$ cat config.mk
export PLATFORM = sky130hd
export DESIGN_NAME = utf8_to_utf32_decoder_core
export DESIGN_NICKNAME = d
export VERILOG_FILES = /design/src/sv/utf8d_pkg.sv /design/src/sv/utf8d_front.sv /design/src/sv/utf8d_queue.sv /design/src/sv/utf8d_back.sv /design/src/sv/utf8_to_utf32_decoder_core.sv
export SDC_FILE = /design/constraint.sdc
export NUM_CORES = 1
export LEC_CHECK = 0
export BUFFER_PORTS_ARGS = -buffer_cell sky130_fd_sc_hd__buf_2
export CAP_MARGIN = 20
export CORE_UTILIZATION = 48
export CTS_CLUSTER_SIZE = 28
export DETAILED_ROUTE_END_ITERATION = 10
export PLACE_DENSITY = 0.7
export REMOVE_ABC_BUFFERS = 1
export SETUP_SLACK_MARGIN = 0.05
export SLEW_MARGIN = 30
export SYNTH_ARGS = -nofsm -noshare
export SYNTH_HDL_FRONTEND = slang
export SYNTH_HIERARCHICAL = 1
export SYNTH_SLANG_ARGS = --single-unit
$ cat constraint.sdc
create_clock -name i_clk -period 8.5 [get_ports i_clk]
set_input_delay 0.425 -clock i_clk [delete_from_list [all_inputs] [get_ports i_clk]]
set_output_delay 0.425 -clock i_clk [all_outputs]
set_load 0.02 [all_outputs]
$ cat src/sv/utf8d_pkg.sv
// package: word types, status codes and sequence helpers for the utf-8 decoder
`default_nettype none
package utf8d_pkg;

    localparam logic [2:0] ST_OK      = 3'd0;
    localparam logic [2:0] ST_SURR    = 3'd1;
    localparam logic [2:0] ST_RANGE   = 3'd2;
    localparam logic [2:0] ST_ILLEGAL = 3'd3;
    localparam logic [2:0] ST_TRUNC   = 3'd4;

    localparam logic [20:0] REPLACEMENT = 21'h00FFFD;
    localparam logic [31:0] MAX_SCALAR  = 32'h0010FFFF;
    localparam logic [31:0] SUR_LO      = 32'h0000D800;
    localparam logic [31:0] SUR_HI      = 32'h0000DFFF;

    typedef struct packed {
        logic [7:0] data_byte;
        logic       end_of_buffer;
    } t_in_word;

    typedef struct packed {
        logic [20:0] code_point;
        logic [2:0]  status;
        logic        buffer_end;
    } t_out_word;

    typedef enum logic [1:0] {
        K_DECODE  = 2'd0,
        K_ILLEGAL = 2'd1,
        K_TRUNC   = 2'd2
    } t_kind;

    typedef struct packed {
        logic [31:0] acc;
        logic [2:0]  len_idx;
        t_kind       kind;
        logic        strict;
        logic        eob;
    } t_seq;

    function automatic logic [2:0] trail_count(input logic [7:0] b);
        logic [2:0] n;
        if (b < 8'hC0)      n = 3'd0;
        else if (b < 8'hE0) n = 3'd1;
        else if (b < 8'hF0) n = 3'd2;
        else if (b < 8'hF8) n = 3'd3;
        else if (b < 8'hFC) n = 3'd4;
        else                n = 3'd5;
        return n;
    endfunction

    function automatic logic [31:0] len_offset(input logic [2:0] idx);
        logic [31:0] v;
        case (idx)
            3'd0: v = 32'h00000000;
            3'd1: v = 32'h00003080;
            3'd2: v = 32'h000E2080;
            3'd3: v = 32'h03C82080;
            3'd4: v = 32'hFA082080;
            3'd5: v = 32'h82082080;
            default: v = 32'h00000000;
        endcase
        return v;
    endfunction

endpackage
`default_nettype wire

$ cat src/sv/utf8d_front.sv
// front: accepts bytes, gathers sequences, checks legality and queues completed or truncated ones
`default_nettype none
module utf8d_front
    import utf8d_pkg::*;
(
    input  wire logic     i_clk,
    input  wire logic     i_rst_n,
    input  wire logic     i_cfg_we,
    input  wire logic     i_cfg_wdata,
    input  wire logic     i_accept,
    input  wire t_in_word i_in_word,
    output logic          o_seq_push,
    output t_seq          o_seq
);

    logic        r_strict;
    logic        r_halted, n_halted;
    logic [2:0]  r_held, n_held;
    logic [2:0]  r_needed, n_needed;
    logic [31:0] r_acc, n_acc;
    logic        r_ok, n_ok;
    logic [7:0]  r_lead, n_lead;

    logic [7:0]  b;
    logic        eob;
    logic        byte_ok;
    logic [2:0]  held_inc;

    assign b        = i_in_word.data_byte;
    assign eob      = i_in_word.end_of_buffer;
    assign held_inc = r_held + 3'd1;

    always_comb begin
        byte_ok = (b >= 8'h80) && (b <= 8'hBF);
        if (r_held == 3'd1) begin
            case (r_lead)
                8'hE0: byte_ok = (b >= 8'hA0) && (b <= 8'hBF);
                8'hED: byte_ok = (b <= 8'h9F);
                8'hF0: byte_ok = (b >= 8'h90) && (b <= 8'hBF);
                8'hF4: byte_ok = (b <= 8'h8F);
                default: byte_ok = (b >= 8'h80) && (b <= 8'hBF);
            endcase
        end
    end

    always_comb begin
        n_halted    = r_halted;
        n_held      = r_held;
        n_needed    = r_needed;
        n_acc       = r_acc;
        n_ok        = r_ok;
        n_lead      = r_lead;
        o_seq_push  = 1'b0;
        o_seq.acc     = n_acc;
        o_seq.len_idx = r_needed - 3'd1;
        o_seq.kind    = K_DECODE;
        o_seq.strict  = r_strict;
        o_seq.eob     = eob;
        if (i_accept) begin
            if (r_halted) begin
                if (eob) begin
                    n_halted = 1'b0;
                    n_held   = 3'd0;
                    n_needed = 3'd0;
                end
            end else begin
                if (r_held == 3'd0) begin
                    n_lead   = b;
                    n_needed = trail_count(b) + 3'd1;
                    n_acc    = {24'd0, b};
                    n_ok     = (b < 8'h80) || ((b >= 8'hC2) && (b <= 8'hF4));
                    n_held   = 3'd1;
                end else begin
                    n_acc  = {r_acc[25:0], 6'd0} + {24'd0, b};
                    n_ok   = r_ok && byte_ok;
                    n_held = held_inc;
                end
                o_seq.acc     = n_acc;
                o_seq.len_idx = n_needed - 3'd1;
                if (n_held != n_needed) begin
                    if (eob) begin
                        n_held      = 3'd0;
                        n_needed    = 3'd0;
                        o_seq_push  = 1'b1;
                        o_seq.kind  = K_TRUNC;
                    end
                end else begin
                    n_held     = 3'd0;
                    n_needed   = 3'd0;
                    o_seq_push = 1'b1;
                    if (r_strict && !n_ok) begin
                        o_seq.kind = K_ILLEGAL;
                        n_halted   = !eob;
                    end
                end
            end
        end
    end

    always_ff @(posedge i_clk) begin
        if (!i_rst_n) begin
            r_strict <= 1'b1;
            r_halted <= 1'b0;
            r_held   <= 3'd0;
            r_needed <= 3'd0;
        end else begin
            if (i_cfg_we) begin
                r_strict <= i_cfg_wdata;
            end
            r_halted <= n_halted;
            r_held   <= n_held;
            r_needed <= n_needed;
        end
    end

    always_ff @(posedge i_clk) begin
        r_acc  <= n_acc;
        r_ok   <= n_ok;
        r_lead <= n_lead;
    end

endmodule
`default_nettype wire

$ cat src/sv/utf8d_queue.sv
// two-entry queue of completed sequences between front and back
`default_nettype none
module utf8d_queue
    import utf8d_pkg::*;
(
    input  wire logic i_clk,
    input  wire logic i_rst_n,
    input  wire logic i_push,
    input  wire t_seq i_seq,
    input  wire logic i_pop,
    output logic      o_full,
    output logic      o_valid,
    output t_seq      o_head
);

    t_seq       r_mem [2];
    logic       r_wptr, r_rptr;
    logic [1:0] r_count;

    assign o_full  = (r_count == 2'd2);
    assign o_valid = (r_count != 2'd0);
    assign o_head  = r_mem[r_rptr];

    always_ff @(posedge i_clk) begin
        if (!i_rst_n) begin
            r_wptr  <= 1'b0;
            r_rptr  <= 1'b0;
            r_count <= 2'd0;
        end else begin
            if (i_push) begin
                r_wptr <= ~r_wptr;
            end
            if (i_pop) begin
                r_rptr <= ~r_rptr;
            end
            case ({i_push, i_pop})
                2'b10:   r_count <= r_count + 2'd1;
                2'b01:   r_count <= r_count - 2'd1;
                default: r_count <= r_count;
            endcase
        end
    end

    always_ff @(posedge i_clk) begin
        if (i_push) begin
            r_mem[r_wptr] <= i_seq;
        end
    end

endmodule
`default_nettype wire

$ cat src/sv/utf8d_back.sv
// back: forms the code point, applies replacement and holds result words
`default_nettype none
module utf8d_back
    import utf8d_pkg::*;
(
    input  wire logic i_clk,
    input  wire logic i_rst_n,
    input  wire logic i_seq_valid,
    input  wire t_seq i_seq,
    output logic      o_seq_pop,
    input  wire logic i_pop,
    output logic      o_empty,
    output t_out_word o_out_word
);

    t_out_word   r_mem [2];
    logic        r_wptr, r_rptr;
    logic [1:0]  r_count;
    logic [31:0] diff;
    t_out_word   res;
    logic        do_pop;

    assign do_pop    = i_pop && !o_empty;
    assign o_seq_pop = i_seq_valid && (r_count != 2'd2);
    assign o_empty   = (r_count == 2'd0);
    assign o_out_word = r_mem[r_rptr];
    assign diff      = i_seq.acc - len_offset(i_seq.len_idx);

    always_comb begin
        res.buffer_end = i_seq.eob;
        res.code_point = 21'd0;
        res.status     = ST_OK;
        case (i_seq.kind)
            K_ILLEGAL: res.status = ST_ILLEGAL;
            K_TRUNC:   res.status = ST_TRUNC;
            K_DECODE: begin
                if (diff > MAX_SCALAR) begin
                    res.code_point = REPLACEMENT;
                    res.status     = ST_RANGE;
                end else if ((diff >= SUR_LO) && (diff <= SUR_HI)) begin
                    if (i_seq.strict) begin
                        res.status = ST_ILLEGAL;
                    end else begin
                        res.code_point = REPLACEMENT;
                        res.status     = ST_SURR;
                    end
                end else begin
                    res.code_point = diff[20:0];
                end
            end
            default: res.status = ST_ILLEGAL;
        endcase
    end

    always_ff @(posedge i_clk) begin
        if (!i_rst_n) begin
            r_wptr  <= 1'b0;
            r_rptr  <= 1'b0;
            r_count <= 2'd0;
        end else begin
            if (o_seq_pop) begin
                r_wptr <= ~r_wptr;
            end
            if (do_pop) begin
                r_rptr <= ~r_rptr;
            end
            case ({o_seq_pop, do_pop})
                2'b10:   r_count <= r_count + 2'd1;
                2'b01:   r_count <= r_count - 2'd1;
                default: r_count <= r_count;
            endcase
        end
    end

    always_ff @(posedge i_clk) begin
        if (o_seq_pop) begin
            r_mem[r_wptr] <= res;
        end
    end

endmodule
`default_nettype wire

$ cat src/sv/utf8_to_utf32_decoder_core.sv
// top level: utf-8 byte stream to utf-32 code point decoder
//
// channel   direction  handshake                 word
// input     in         push / full               i_in_word  (data_byte, end_of_buffer)
// result    out        empty / pop               o_out_word (code_point, status, buffer_end)
// config    in         i_cfg_we / i_cfg_wdata    strict_mode, no read-back
//
// one byte per cycle while full is low; front gathers each accepted byte, the sequence
// is registered in the sequence queue and back forms the word from the queue head
// a two-word sequence queue and a two-word result queue decouple the stages
// full rises only when the sequence queue holds two words; synchronous active-low reset
`default_nettype none
module utf8_to_utf32_decoder_core
    import utf8d_pkg::*;
(
    input  wire logic     i_clk,
    input  wire logic     i_rst_n,
    input  wire logic     i_cfg_we,
    input  wire logic     i_cfg_wdata,
    input  wire logic     push,
    input  wire t_in_word i_in_word,
    output logic          full,
    output logic          empty,
    input  wire logic     pop,
    output t_out_word     o_out_word
);

    logic accept;
    logic seq_push, seq_pop, seq_valid;
    t_seq seq_in, seq_head;

    assign accept = push && !full;

    utf8d_front u_front (
        .i_clk      (i_clk),
        .i_rst_n    (i_rst_n),
        .i_cfg_we   (i_cfg_we),
        .i_cfg_wdata(i_cfg_wdata),
        .i_accept   (accept),
        .i_in_word  (i_in_word),
        .o_seq_push (seq_push),
        .o_seq      (seq_in)
    );

    utf8d_queue u_queue (
        .i_clk  (i_clk),
        .i_rst_n(i_rst_n),
        .i_push (seq_push),
        .i_seq  (seq_in),
        .i_pop  (seq_pop),
        .o_full (full),
        .o_valid(seq_valid),
        .o_head (seq_head)
    );

    utf8d_back u_back (
        .i_clk      (i_clk),
        .i_rst_n    (i_rst_n),
        .i_seq_valid(seq_valid),
        .i_seq      (seq_head),
        .o_seq_pop  (seq_pop),
        .i_pop      (pop),
        .o_empty    (empty),
        .o_out_word (o_out_word)
    );

endmodule
`default_nettype wire

==> impl_metrics.yaml <==
run_status:
  outcome: "complete, no violations"
final_layout:
  nNetsFinal: 887
  post-route-cell-area_um2: 10900
  syn_to_final_growth_pct: 11.0
  final_core_util_pct: 55.1
  antennaDiodeCount: 0
  drive_above_1_share_pct: 22.4
routing:
  drt_iter0_markers: 321
  firstDrtPassIters: 5
  via_per_inst: 5.53
  vias: 6213
  routed_wl_um: 18600
  drc: 0
  ant_nets: 0
  wl_per_cell_um: 16.5
clock_tree:
  clk_latency_ns: 0.44
  cts_resized: 0
  clk_pin_slew_ns: 0.08
  clockBufferDepth: 2
  cts.sinks: 187
  cts_hold_buf: 0
  numCtsBuffers: 17
  cts_root_buffer: "clkbuf_16"
  cts_tree: "done"
  postCtsSetupBuffers: 0
  h-tree-depth: 4
pwr:
  p_leak_nw: 3.82
  pwr_density_cell_nw_per_um2: 337
  worst_ir_drop_vdd_mv: 0.181
grt:
  grt_max_degree: 56
  track_usage_pct: 18.9
  grt_pass1_wl_um: 30100
  grt_remaining_overflow: 0
  grt_pass1_vias: 5875
  antenna_found_initial: 0
yosys:
  yosysWarnings: 6
  synth_edf_count: 169
  seq_area_frac_synth_pct: 55.6
  ys_top_cells_by_count: "edfxtp_1 (169), nand2_1 (85), mux2_2 (68), nor2_1 (57), inv_1 (33)"
  synthMostInstantiatedCell: "edfxtp_1"
  netlist.top_cell.by_area: "edfxtp_1"
  postSynthAreaPerCell_um2: 12.1
  synth_area_um2: 9780
  ys_types: 81
  synthCells: 810
  yosys_most_used_dff: "edfxtp_1"
  ys_ff_latch: 187
  synth_area_leaders: "edfxtp_1 (52%), mux2_2 (7.8%), dfxtp_1 (3.7%), nand2_1 (3.3%), ha_1 (3.2%)"
  netlist.area_leader.share_pct: 51.9
  async_reset_ff_share_pct: 0
sta:
  fmax_mhz: 188
  fin_setup_tns_ns: 0
  worst_slew_pin_slew_ns: 0.872
  setup_viol: 0
  hold_viol_final: 0
  slew_headroom_pct: 41.6
  fin_crit_ns: 5.32
  fin_skew_ns: 0.0116
  post-route-period-util_pct: 62.6
  slew_viol_final: 0
  fin_ws_ns: 3.18
  rsz0062_at_grt: "no"
worst_setup_path:
  worstSetupStartpointType: "flip-flop"
  crit_buf_inv: 1
  crit_family: "compound AO/OA/AOI/OAI gates"
  slowest_stage: "dfxtp_1"
  cp-end-kind: "flip-flop"
  arrival_ns: 5.45
  critPathKind: "flip-flop to flip-flop"
  critPathMostFrequentCell: "nand2_1"
  required_ns: 8.63
  path_max_fanout: 17
  max_stage_delay_ns: 0.84
  worstPathCellList: "mux2_2, or3b_2, nand2_1, inv_1, ha_1, nand2_1, a2111oi_4, o21ai_1, a211oi_2, nor4b_2, nand4_2, o31ai_2, o22ai_1"
placed_design:
  place_congestion: 0.886
  dpl_worst_slack_ns: 3.16
  portBuffers: 41
  hpwl_um: 13000
  place_area_um2: 10300
floorplan:
  fp.coreArea_um2: 19700
  boundaryPins: 42
  die_area_um2: 21000
  start_util_pct: 49.6
  dieHeight_um: 145
  die_w_um: 145
  rows: 51
worst_hold_path:
  hp-class: "input port to flip-flop"
flow_run:
  maxCapViolCount: 0
[final cells by class]
class | count | area (um2)
fill | 1648 | 8860
clock inverter | 15 | 173
timing repair buffer | 49 | 305
multi-input combinational | 557 | 4060
clock buffer | 17 | 425
sequential | 187 | 5440
inverter | 34 | 128
tap | 265 | 332
[kinds of logic after synthesis]
group                    share of synthesized area (%)
flip-flops                                        55.6
XOR/XNOR                                          4.57
adder cells (fa/ha/maj)                           3.40
AO/OA/AOI/OAI                                     10.5
multiplexers                                      8.65
buffers and inverters                             3.13
AND/OR/NAND/NOR                                   14.2
[tightest hold or removal path, stage by stage]
cell and delay [ns]:
buf_2 0.07, mux2i_1 0.05, nand2_1 0.06
[cell usage in the layout, fill, tap and decap left out, drive strengths merged, types with 18 or more instances in the layout]
master    n
a21oi    22
buf      49
dfxtp    18
edfxtp  169
ha       25
inv      40
mux2     68
nand2    85
nand3    19
nor2     59
o21ai    32
o31ai    20
xnor2    25
xor2     26
[power breakdown]
part | total (mW) | internal [mW] | switching [mW] | leakage (nW)
Sequential | 1.38 | 1.28 | 0.0998 | 1.75
Clock | 0.777 | 0.396 | 0.381 | 0.286
Combinational | 1.50 | 0.591 | 0.911 | 1.78
Total | 3.66 | 2.26 | 1.39 | 3.82
[state kept, by name, indices dropped and copies added (netlist names), named ones only]
name              flops
u_queue/r_mem        78
u_back/r_mem         50
u_front/r_acc        32
u_front/r_lead        8
u_front/r_held        3
u_front/r_needed      3
u_back/r_count        2
u_queue/r_count       2
u_back/r_rptr         1
u_back/r_wptr         1
u_front/r_halted      1
u_front/r_ok          1
u_front/r_strict      1
u_queue/r_rptr        1
u_queue/r_wptr        1
[metal layers]
layer  wire length [um]  global-route usage, %  up-vias
met5                  0                      0        -
met4                252                   6.65        0
met3                670                   3.65       22
met2               8480                   29.6      124
met1               9170                   26.2     2961
li1                   -                      -     3106
[path summary, 6_finish.rpt]
| path | startpoint | end | slack (ns) | cells after the start |
|---|---|---|---|---|
| worst max register to register | flip-flop | u_back/r_mem[0][10] | 3.18 | 13 |
| worst min register to register | u_front/r_halted | u_front/r_halted | 0.46 | 2 |
| worst min-delay path | i_cfg_wdata | u_front/r_strict | 0.20 | 3 |
| worst max-delay path | flip-flop | u_back/r_mem[0][10] | 3.18 | 13 |
[stage by stage]
step	total power, mW	hold slack [ns]	std cells
4_1_cts	3.67	0.180	1124
2_1_floorplan	2.49	0.425	778
3_3_place_gp	2.86	0.444	1090
3_5_place_dp	2.88	0.449	1092
6_report	3.66	0.205	1124
5_1_grt	3.89	0.197	1124
Power figures use the tool's default switching activity.
